`src/hw/rtl/rrbm_pkg.sv`:
```
// rrbm_pkg: shared constants, types and helper functions for the record ring
// buffer manager. No dependencies.
package rrbm_pkg;

    localparam int RING_BYTES  = 4096;
    localparam int ALIGN_BYTES = 8;
    localparam int HDR_BYTES   = 8;
    localparam int SLOT_COUNT  = RING_BYTES / ALIGN_BYTES;
    localparam int SLOT_W      = $clog2(SLOT_COUNT);
    localparam int ALIGN_W     = $clog2(ALIGN_BYTES);
    localparam int TRY_W       = $clog2(SLOT_COUNT + 2);
    localparam int POS_W       = 32;
    localparam int OFS_W       = 12;
    localparam int SIZE_W      = 12;
    localparam int LEN_W       = SIZE_W + 1;
    localparam int QUEUE_DEPTH = 2;
    localparam int QPTR_W      = $clog2(QUEUE_DEPTH);
    localparam int QCNT_W      = $clog2(QUEUE_DEPTH + 1);

    localparam logic [POS_W-1:0] RING_MASK = POS_W'(RING_BYTES - 1);
    localparam logic [LEN_W-1:0] LEN_ADD   = LEN_W'(HDR_BYTES + ALIGN_BYTES - 1);

    typedef enum logic [2:0] {
        OP_RESERVE     = 3'd0,
        OP_COMMIT      = 3'd1,
        OP_DISCARD     = 3'd2,
        OP_READ_BEGIN  = 3'd3,
        OP_READ        = 3'd4,
        OP_READ_END    = 3'd5
    } t_op;

    typedef enum logic [1:0] {
        ST_OK      = 2'd0,
        ST_FULL    = 2'd1,
        ST_EMPTY   = 2'd2,
        ST_PENDING = 2'd3
    } t_status;

    typedef enum logic [2:0] {
        S_IDLE,
        S_RES_CHK,
        S_REL_WR,
        S_WALK_CHK,
        S_WALK_HDR,
        S_MISC
    } t_state;

    typedef struct packed {
        t_op               op;
        logic [SIZE_W-1:0] req;
        logic [OFS_W-1:0]  roff;
    } t_cmd;

    typedef struct packed {
        logic valid;
        t_cmd cmd;
    } t_cmd_bus;

    typedef struct packed {
        logic              busy;
        logic              discard;
        logic [SIZE_W-1:0] size;
    } t_header;

    localparam int HDR_W = $bits(t_header);

    // header plus payload, rounded up to the alignment
    function automatic logic [LEN_W-1:0] align_len(input logic [SIZE_W-1:0] size);
        logic [LEN_W-1:0] sum;
        sum = {1'b0, size} + LEN_ADD;
        return {sum[LEN_W-1:ALIGN_W], {ALIGN_W{1'b0}}};
    endfunction

    function automatic logic [OFS_W-1:0] ring_off(input logic [POS_W-1:0] pos);
        logic [POS_W-1:0] m;
        m = pos & RING_MASK;
        return m[OFS_W-1:0];
    endfunction

    function automatic logic [SLOT_W-1:0] slot_of(input logic [POS_W-1:0] pos);
        logic [POS_W-1:0] m;
        m = pos & RING_MASK;
        return m[SLOT_W+ALIGN_W-1:ALIGN_W];
    endfunction

endpackage

```
`src/hw/rtl/rrbm_queue.sv`:
```
// rrbm_queue: short command queue between the front and back parts.
// Depends on rrbm_pkg.
module rrbm_queue (
    input  logic               i_clk,
    input  logic               i_rst_n,
    input  rrbm_pkg::t_cmd_bus i_push,
    input  logic               i_pop,
    output rrbm_pkg::t_cmd_bus o_head,
    output logic               o_full
);
    import rrbm_pkg::*;

    t_cmd              r_slot [QUEUE_DEPTH];
    logic [QPTR_W-1:0] r_wr_ptr, n_wr_ptr;
    logic [QPTR_W-1:0] r_rd_ptr, n_rd_ptr;
    logic [QCNT_W-1:0] r_count, n_count;
    logic              do_push, do_pop;

    assign do_push = i_push.valid;
    assign do_pop  = i_pop && (r_count != '0);

    always_comb begin
        n_wr_ptr = r_wr_ptr;
        n_rd_ptr = r_rd_ptr;
        n_count  = r_count;
        if (do_push) begin
            n_wr_ptr = (r_wr_ptr == QPTR_W'(QUEUE_DEPTH - 1)) ? '0 : r_wr_ptr + 1'b1;
        end
        if (do_pop) begin
            n_rd_ptr = (r_rd_ptr == QPTR_W'(QUEUE_DEPTH - 1)) ? '0 : r_rd_ptr + 1'b1;
        end
        if (do_push && !do_pop) begin
            n_count = r_count + 1'b1;
        end else if (do_pop && !do_push) begin
            n_count = r_count - 1'b1;
        end
    end

    always_ff @(posedge i_clk) begin
        if (!i_rst_n) begin
            r_wr_ptr <= '0;
            r_rd_ptr <= '0;
            r_count  <= '0;
        end else begin
            r_wr_ptr <= n_wr_ptr;
            r_rd_ptr <= n_rd_ptr;
            r_count  <= n_count;
        end
    end

    always_ff @(posedge i_clk) begin
        if (do_push) begin
            r_slot[r_wr_ptr] <= i_push.cmd;
        end
    end

    assign o_head.valid = (r_count != '0);
    assign o_head.cmd   = r_slot[r_rd_ptr];
    assign o_full       = (r_count == QCNT_W'(QUEUE_DEPTH));

endmodule

```
`config.mk`:
```
export PLATFORM = sky130hd
export DESIGN_NAME = rrbm_queue
export DESIGN_NICKNAME = d
export VERILOG_FILES = /design/src/hw/rtl/rrbm_pkg.sv /design/src/hw/rtl/rrbm_queue.sv
export SDC_FILE = /design/constraint.sdc
export NUM_CORES = 1
export LEC_CHECK = 0
export BUFFER_PORTS_ARGS = -buffer_cell sky130_fd_sc_hd__buf_4
export CELL_PAD_IN_SITES_DETAIL_PLACEMENT = 1
export CELL_PAD_IN_SITES_GLOBAL_PLACEMENT = 2
export CORE_UTILIZATION = 33
export DETAILED_ROUTE_END_ITERATION = 12
export PLACE_DENSITY_LB_ADDON = 0.12
export SLEW_MARGIN = 20
export SYNTH_ARGS = -nofsm -noshare
export SYNTH_HDL_FRONTEND = slang
export SYNTH_SLANG_ARGS = --single-unit
```
`constraint.sdc`:
```
create_clock -name i_clk -period 2.06 [get_ports i_clk]
set_input_delay 0.309 -clock i_clk [delete_from_list [all_inputs] [get_ports i_clk]]
set_output_delay 0.309 -clock i_clk [all_outputs]
set_load 0.05 [all_outputs]
```
# Yosys cells after proc, flatten, opt, wreduce, memory -nomap -nowiden

Memory sizes are Yosys's and may differ from the RTL's. A register that Yosys moved wholly into a read port is not among the register bits.
Index checks and enable logic that the tools add are counted.

$add $sub $neg: 4
Multipliers: 0
Divide/modulo/power cells: 0
$lt $le $gt $ge: 0
Eq/ne operators: 1
Shift operators: 0
Muxes and demuxes: 8
Bitwise gates (word level): 0
Reductions and logical operators: 7

Operator list:

| cell                                              | number |
|---|---|
| two-way mux 1 bit                                 | 6 |
| two-way mux 2 bit                                 | 2 |
| nonzero test 2 bit                                | 2 |
| logical AND 1 bit                                 | 3 |
| adder 1 bit (second input constant)               | 2 |
| adder 2 x 1 -> 2 bit (second input constant)      | 1 |
| == test 2 bit (second input constant)             | 1 |
| logical NOT 1 bit                                 | 2 |
| subtractor 2 x 1 -> 2 bit (second input constant) | 1 |

Register bits: 4
Latch bits: 0
RAM bits: 54
ROM bits: 0
Bits of input ports: 31
Output and inout port bits: 29
Word-level logic and storage cells: 24
Memories kept: 1

Memory list:

| memory | words | width | read ports | clocked after memory_dff | wr ports | RTL line         | RTL |
|---|---|---|---|---|---|---|---|
| r_slot | 2     | 27    | 1          | 1                        | 1        | rrbm_queue.sv:13 | `t_cmd r_slot [QUEUE_DEPTH];` |

# Logic depth before layout (Yosys ltp)

Gate-level depths: netlist of run 1.

Depth after elaboration: 5
Gate-level depth with buffers: 5
Mapped depth without buffers: 5

# Worst setup path before layout of run 1

No wires, ideal clock.

Path type: input to register
From: input port i_push[27] (netlist name)
To: memory r_slot[0][0] (netlist name) (enable)
Setup time: 0.415 ns
Arrival time: 1.574 ns
Required time: 1.645 ns
Path slack: 0.071 ns
Stages: 1
Path buffers: 0
Cells stage by stage: nor2b_1

Longest elaborated chain between the ends: 2

RTL lines:

| element                                 | RTL line         | RTL |
|---|---|---|
| start: declaration                      | rrbm_queue.sv:6  | `input rrbm_pkg::t_cmd_bus i_push,` |
| two-way mux 1 bit                       | rrbm_queue.sv:52 | `if (do_push) begin` |
| two-way mux 1 bit (not written as such) | rrbm_queue.sv:53 | `r_slot[r_wr_ptr] <= i_push.cmd;` |
| end: declaration                        | rrbm_queue.sv:13 |  |

No other way between the ends.

==> qor.txt, run 1 <==
Outcome: complete, no violations
# IOs: 60
Relative slew slack: 66.3%
Area leader, netlist: edfxtp_1
DR WL/cell: 15.0 um
Clock share of power: 28.1%
Grt total ovfl: 0
Synth-to-layout area growth: 36.3%
Worst-case vdd ir drop: 0.704 mV
Hold buffer count at CTS: 0
H-tree levels: 3
Combinational Power Share: 34.8%
LEAKAGE: 1.12 nW
Crit path launch type: register
Routed Antenna Nets: 0
Initial cell density of the core: 34.1%
Clock Path Buffers: 2
# DRC: 0
Layout fillers: 625
Sw frac: 34.2%
Initial antenna violation count: 0
Total CTS buffers: 9
Proportion of layout cells with a drive suffix above 1: 58.5%
Hold Crit Class: primary input to register
Setup Buffers After CTS: 0
Final Net Count: 210
Syn Inst Count: 106
Synth top cells by count: 54 x edfxtp_1, 27 x mux2_2, 5 x dfxtp_1, 4 x and2_1, 3 x nor2b_1
Worst Skew: 0.00401 ns
RSZ-0062 raised after global routing: false
Ranking of synthesized cells by area: edfxtp_1 75%, mux2_2 14%, dfxtp_1 4.6%, and2_1 1.2%, nor2b_1 0.87%
Yosys warns: 0
CTS root buffer: clkbuf_8
Count of pins over their slew limit: 0
WP data required: 1.75 ns
Crit Path Class: register to output port
PwrDens: 1340 nW/um2
Initial DRC count: 33
1st-pass router iterations: 4
Max Clock Freq: 0.512 GHz
Share of the yosys chip area belonging to registers: 79.5%
Final worst path period share: 94.7%
Max-cap violations: 0
Vias/cell: 4.48
EDFF count, synth: 54
# rows: 29
Post-DP HPWL: 2700 um
Worst Tran Pin Value: 0.504 ns
CTS tree: done
Worst path arrival time: 1.64 ns
Final setup vio count: 0
First-pass GRT wire length: 6310 um
# port buffers: 59
Fin crit period: 1.95 ns
Fin. Hold Viols: 0
Share of synthesized registers carrying an async set or reset: 0%
Register area: 1720 um2
Die area: 6890 um2
Largest net degree at the start of global routing: 19
Syn_nets: 138
Seq cells post-synth: 59
Worst-Skew Late Latency: 0.32 ns
Clock Sinks: 59
Final setup TNS: 0 ns
Post-synth top area share: 74.9%
Psw: 1.35 mW
ANT cells: 0
Internal cell power: 2.60 mW
Unique masters post-synth: 16
Max FO, Critical Path: 16
Via count: 1164
Resized cells post-CTS: 0
Number of global-route vias before repair: 1327
Total Power: 3.95 mW
Area of the multi-input gates: 432 um2
Reg clk slew, reported paths: 0.07 ns
Die Span Y: 83.0 um
Sequential share of power: 37.1%
Die Span X: 83.0 um
Top FF cell, synth: edfxtp_1
Cell with the most instances after synthesis: edfxtp_1
CP endpoint kind: output port
Drt total wl: 3900 um
GP Congestion: 0.639
Tot GR Track Use: 12.4%
Core area: 6350 um2
Syn Area/Cell: 20.4 um2
Post-synthesis cell area: 2170 um2
-- state kept, by name, summed over array words and instances (netlist names), named ones only --
signal / cells
r_rd_ptr: 1
r_slot: 54
r_wr_ptr: 1
r_count: 2
-- cell families after synthesis --
kind of cell / count (synthesis) / share of synthesized area, %
adders and majority gates: 1 / 0.578
DFF: 59 / 79.5
muxes: 27 / 14.0
AOI/OAI and AO/OA: 4 / 1.16
xor gates and xnor gates: 3 / 1.21
buffers and inverters: 3 / 0.924
and+or+nand+nor: 9 / 2.60
-- final cells by class --
| class | instances | share of cell area, % |
|---|---|---|
| Timing Repair Buffer | 64 | 16.7 |
| Clock inverter | 5 | 2.63 |
| Tap cell | 77 | 3.26 |
| Sequential cell | 59 | 58.3 |
| Multi-Input combinational cell | 44 | 14.6 |
| Clock buffer | 11 | 4.45 |
-- critical path, stage by stage, from the launching register on --
cell,delay (ns)
dfxtp_1,0.44
buf_4,0.30
mux2_2,0.38
buf_4,0.19
-- per-stage QoR --
stage	util [%]	hold slack [ns]	setup slack (ns)	cells	cell area [um2]
after global placement	43.2	0.490	0.472	244	2740
after global routing	46.5	0.141	0.0220	260	2950
after floorplan	-	0.408	0.0706	106	2170
final	46.5	0.164	0.109	260	2950
after CTS	46.5	0.142	0.0650	260	2950
after detailed placement	43.2	0.497	0.434	244	2740
-- placed cells by master (no fill, tap or decap), drive strengths merged --
| cell type | synthesis | routed |
|---|---|---|
| buf | 3 | 64 |
| edfxtp | 54 | 54 |
| mux2 | 27 | 27 |
| clkbuf | 0 | 11 |
| dfxtp | 5 | 5 |
| and2 | 4 | 4 |
| nor2b | 3 | 3 |
| xnor2 | 2 | 2 |
| clkinv | 0 | 2 |
| bufinv | 0 | 2 |
| o21ai | 2 | 2 |
| or2 | 1 | 1 |
| o21a | 1 | 1 |
| xor2 | 1 | 1 |
| or3 | 1 | 1 |
| a21boi | 1 | 1 |
| ha | 1 | 1 |
| clkinvlp | 0 | 1 |
-- worst paths after layout --
path | start | to | cells after the start | slack, ns
setup reg to reg | r_count[0]$_SDFFE_PN0P_ | r_count[1]$_SDFFE_PN0P_ | 4 | 0.57
hold / removal | i_push[2] | r_slot[0][2]$_DFFE_PP_ | 1 | 0.16
hold reg to reg | r_count[1]$_SDFFE_PN0P_ | r_count[1]$_SDFFE_PN0P_ | 2 | 0.55
setup / recovery | register | o_head[2] | 3 | 0.11
-- routing by layer --
metal / vias to the layer above / track usage [%] / share of wire [%]
met5: - / 0 / 0
met4: 0 / 7.52 / 1.5
met3: 7 / 4.67 / 5.7
met2: 39 / 21.4 / 54
met1: 565 / 12.8 / 39
li1: 553 / - / -
-- power by group through the flow --
stage          registers (mW)  logic, mW  clock network (mW)
4_1_cts                  1.47       1.39                1.14
6_report                 1.47       1.37                1.11
5_1_grt                  1.48       1.43                1.18
2_1_floorplan            1.46       1.02                   0
3_3_place_gp             1.48       1.37                   0
3_5_place_dp             1.49       1.38                   0
No activity file was read; power rests on OpenSTA's default activity.
==> run 2: changes to the inputs <==
--- a/config.mk
+++ b/config.mk
@@ -11,4 +11,5 @@
 export CORE_UTILIZATION = 33
 export DETAILED_ROUTE_END_ITERATION = 12
+export MAX_ROUTING_LAYER = met4
 export PLACE_DENSITY_LB_ADDON = 0.12
 export SLEW_MARGIN = 20
==> constraint.sdc (replaced) <==
create_clock -name i_clk -period 2.06 [get_ports i_clk]
set_input_delay 0.206 -clock i_clk [delete_from_list [all_inputs] [get_ports i_clk]]
set_output_delay 0.206 -clock i_clk [all_outputs]
set_load 0.05 [all_outputs]
==> run 2 against run 1 <==
Compared with the run above: final cell count is 0.77% lower; non-clock buffer count did not move; critical path type unchanged; routed wire length grew 3.9%; via count rose by 0.77%.
==> qor.txt, run 2 (same netlist as run 1, synthesis figures left out) <==
Outcome: complete, no violations
Die Span X: 83.0 um
CTS root buffer: clkbuf_8
Max Clock Freq: 0.609 GHz
PwrDens: 1270 nW/um2
DR WL/cell: 15.7 um
Sequential share of power: 39.9%
Max FO, Critical Path: 14
Tot GR Track Use: 13.3%
Fin crit period: 1.64 ns
Crit Path Class: register to output port
Clock share of power: 22.2%
Clock Path Buffers: 2
Grt total ovfl: 0
Proportion of layout cells with a drive suffix above 1: 58.0%
Post-Route Utilization: 45.3%
Final Net Count: 210
Combinational Power Share: 37.9%
ANT cells: 0
# rows: 29
Count of pins over their slew limit: 0
GP Congestion: 0.706
Hold Crit Class: primary input to register
Relative slew slack: 68.9%
Finished Layout Cells: 258
RSZ-0062 raised after global routing: false
Drt total wl: 4050 um
Number of global-route vias before repair: 1358
Vias/cell: 4.55
Psw: 1.32 mW
Initial antenna violation count: 0
Hold buffer count at CTS: 0
Setup Buffers After CTS: 0
DP Worst Slack: 0.612 ns
Most common cell after layout, fill and taps aside: buf_4
DP Cell Count: 244
Total CTS buffers: 9
WHS: 0.0695 ns
Die area: 6890 um2
Core area: 6350 um2
WP data required: 1.85 ns
Sw frac: 36.2%
# port buffers: 59
Initial DRC count: 68
Resized cells post-CTS: 0
Final setup TNS: 0 ns
# DRC: 0
# IOs: 60
Worst path arrival time: 1.43 ns
Fin. Hold Viols: 0
Worst-Skew Late Latency: 0.32 ns
Die Span Y: 83.0 um
LEAKAGE: 1.09 nW
Most frequent cells in the layout: 64 x buf_4, 54 x edfxtp_1, 27 x mux2_2, 9 x clkbuf_8, 5 x dfxtp_1
H-tree levels: 3
Final worst path period share: 79.6%
First-pass GRT wire length: 6550 um
Crit path launch type: register
Initial cell density of the core: 34.1%
Worst-case vdd ir drop: 0.521 mV
Final worst slack: 0.419 ns
CTS tree: done
1st-pass router iterations: 4
Max-cap violations: 0
Internal cell power: 2.32 mW
Post-DP HPWL: 2840 um
Final setup vio count: 0
Max reg flops: 54
Synth-to-layout area growth: 32.8%
Worst reg-to-reg setup slack: 0.61 ns
Largest registers: r_slot x54, r_count x2
CP endpoint kind: output port
Clock Sinks: 59
Reg clk slew, reported paths: 0.06 ns
Worst Skew: 0.00541 ns
Largest Register: r_slot
Via count: 1173
Largest net degree at the start of global routing: 16
Routed Antenna Nets: 0
Worst Tran Pin Value: 0.465 ns
## run 2: routing by layer
layer	track usage, %	wire length (um)
met1	13.6	1640
met2	22.4	2140
met3	3.98	192
met4	7.99	69
met5	-	0
## run 2: path summary, 6_finish.rpt
kind / startpoint / to / depth (start not counted)
min reg2reg: r_count[1]$_SDFFE_PN0P_ / r_count[1]$_SDFFE_PN0P_ / 2
max reg2reg: r_count[0]$_SDFFE_PN0P_ / r_count[1]$_SDFFE_PN0P_ / 4
min: i_push[6] / r_slot[0][6]$_DFFE_PP_ / 1
max: register / o_head[18] / 3
## run 2: critical path: stages (launching register included)
cell	delay [ns]
dfxtp_1	0.33
buf_4	0.23
mux2_2	0.37
buf_4	0.19
## run 2: power groups by stage
stage          clock network [mW]  logic, mW  registers (mW)
2_1_floorplan                   0       1.02            1.46
3_3_place_gp                    0       1.38            1.47
3_5_place_dp                    0       1.40            1.48
4_1_cts                     0.840       1.41            1.46
5_1_grt                     0.882       1.46            1.46
6_report                    0.807       1.38            1.45
## run 2: final cells by class
class	instances	area [um2]
fillers	626	3470
flip-flops and latches	59	1720
repair buffers	64	480
multi-input cells	44	432
clock buffers	9	124
well taps	77	96.3
clock inverters	5	22.5
## run 2: stage by stage
stage	power [mW]	area [um2]
floorplan	2.49	2170
global placement	2.86	2730
detailed placement	2.88	2730
CTS	3.70	2880
global route	3.80	2880
finish	3.64	2880
==> run 3: changes to the inputs <==
clock period = 1.45 ns   (was 2.06 ns; I/O delays follow)
==> run 3 against run 2 <==
Compared with the run above: the flow now finishes with violations (setup timing); sequential power is 45% higher; critical path depth stayed put; final cell count is 13% higher; total power is 76% higher; sequential cell count stayed put; worst hold slack worse by 0.0088 ns; global-route usage is 1.6 points higher; first-iteration DRC count stayed put; clock power is 95% higher; sequential share of layout area is 12 points lower; largest cell class unchanged.
==> qor.txt, run 3 (same netlist as run 1, synthesis figures left out) <==
Outcome: finished, violations left
Failing checks: setup timing
Met2 global-route usage: 25.5%
Clock Sinks: 59
Max FO, Critical Path: 7
Worst-case vdd ir drop: 0.989 mV
Worst Skew: 0.00507 ns
Max-cap violations: 0
Largest registers: r_slot x54, r_count x2
Grt met1 use: 15.9%
Synth-to-layout area growth: 65.5%
# IOs: 60
Count of pins over their slew limit: 0
Grt total ovfl: 0
Crit path max-delay family: flip-flops
CP Depth: 3
# rows: 29
Crit path launch type: register
Clock Path Buffers: 2
Crit-path cells: buf_8 > mux2_4 > buf_8
Buf+Inv Stages, Crit Path: 2
Max Clock Freq: 0.660 GHz
GP Congestion: 0.732
Crit path top cell by count: buf_8
Largest Register: r_slot
Final Instance Area: 3580 um2
PwrDens: 1790 nW/um2
ANT cells: 0
Total CTS buffers: 9
Number of global-route vias before repair: 1552
DR WL/cell: 15.7 um
Reg clk slew, reported paths: 0.06 ns
1st-pass router iterations: 3
Total Power: 6.40 mW
Most frequent cells in the layout: 54 x edfxtp_1, 36 x buf_4, 31 x buf_8, 27 x mux2_4, 27 x dlygate4sd3_1
Worst setup path end: o_head[9]
Layout fillers: 564
CTS root buffer: clkbuf_8
Met3 Use GR: 4.08%
Core area: 6350 um2
Die Span X: 83.0 um
Reg2reg start: r_count[1]$_SDFFE_PN0P_
Reg2Reg Depth: 4
RR Endpoint: r_count[1]$_SDFFE_PN0P_
Die area: 6890 um2
LEAKAGE: 1.42 nW
Initial cell density of the core: 34.1%
Setup Buffers After CTS: 0
Hold Crit Class: primary input to register
Most common cell after layout, fill and taps aside: edfxtp_1
Tot GR Track Use: 14.9%
First-pass GRT wire length: 7360 um
Fin. Hold Viols: 0
Die Span Y: 83.0 um
Vias/cell: 4.47
Busiest layer in global routing: met2
Drt total wl: 4560 um
# port buffers: 59
Post-Route Utilization: 56.4%
WP data required: 1.31 ns
Worst path arrival time: 1.37 ns
Largest net degree at the start of global routing: 19
DP Worst Slack: 0.0330 ns
Crit Path Class: register to output port
Final setup vio count: 27
Initial DRC count: 68
Final worst slack: -0.0647 ns
Final Net Count: 241
CP max stage cell: dfxtp_4
Via count: 1302
Critical Path Max Stage Delay: 0.41 ns
Fin crit period: 1.51 ns
Routed Antenna Nets: 0
RSZ-0062 raised after global routing: true
CP endpoint kind: output port
Worst reg-to-reg setup slack: 0.07 ns
Initial antenna violation count: 0
H-tree levels: 3
CTS tree: done
Max reg flops: 54
Post-DP HPWL: 2820 um
Post-placement cell area: 2750 um2
Worst-Skew Late Latency: 0.33 ns
Worst Tran Pin Value: 0.258 ns
Final worst path period share: 104%
Proportion of layout cells with a drive suffix above 1: 52.3%
# DRC: 0
Relative slew slack: 82.8%
run 3: changes by cell type in the layout (fill, tap and decap cells not counted), sizes merged:
cell         previous run  this run
buf                    64        68
bufinv                  0         2
clkbuf                  9        10
clkinv                  5         3
clkinvlp                0         1
dlygate4sd3             0        27
run 3: worst min path at each step:
stage | from | endpoint | slack [ns] | cells past startpoint
3_5_place_dp | i_push[11] | r_slot[0][11]$_DFFE_PP_ | 0.33 | 1
4_1_cts | i_push[18] | r_slot[1][18]$_DFFE_PP_ | 0.0004 | 1
5_1_grt | i_rst_n | register | 0.05 | 2
3_3_place_gp | i_push[26] | r_slot[0][26]$_DFFE_PP_ | 0.33 | 1
2_1_floorplan | i_push[0] | r_slot[0][0]$_DFFE_PP_ | 0.24 | 0
6_report | i_rst_n | r_wr_ptr$_SDFFE_PN0P_ | 0.06 | 2
run 3: what timing repair did:
action	CTS	global route
gates cloned	2	0
hold endpoints to repair	49	3
gates resized for setup	93	2
endpoints found under the setup margin	27	28
hold buffers	25	2
run 3: final cells by class:
cell class	instances	area, um2	share of cell area, %
multi-input combinational	44	537	15.0
sequential	59	1730	48.1
clock inverter	6	80.1	2.23
clock buffer	10	128	3.56
tap	77	96.3	2.69
timing repair buffer	95	1020	28.4
run 3: where the power goes:
part           switching [mW]  internal (mW)
combinational            1.42           1.31
clock                   0.613          0.953
sequential             0.0894           2.01
total                    2.13           4.27
run 3: routing by layer:
metal / vias up / share of wire [%]
met5: - / 0
met4: 0 / 1.4
met3: 8 / 4.0
met2: 38 / 54
met1: 641 / 40
li1: 615 / -
run 3: worst reg2reg max path: cells and delay by family (launching register included):
family                   cells  cell delay (ns)
AND/OR/NAND/NOR              1             0.36
adder cells (fa/ha/maj)      1             0.29
flip-flops                   1             0.34
AO/OA/AOI/OAI                2             0.33
run 3: per-stage QoR:
stage / hold slack (ns) / setup TNS [ns] / instances
global placement: 0.330 / 0 / 246
floorplan: 0.244 / -0.203 / 106
CTS: 0.000395 / -2.04 / 289
global route: 0.0528 / -2.83 / 291
detailed placement: 0.333 / 0 / 246
finish: 0.0607 / -1.36 / 291
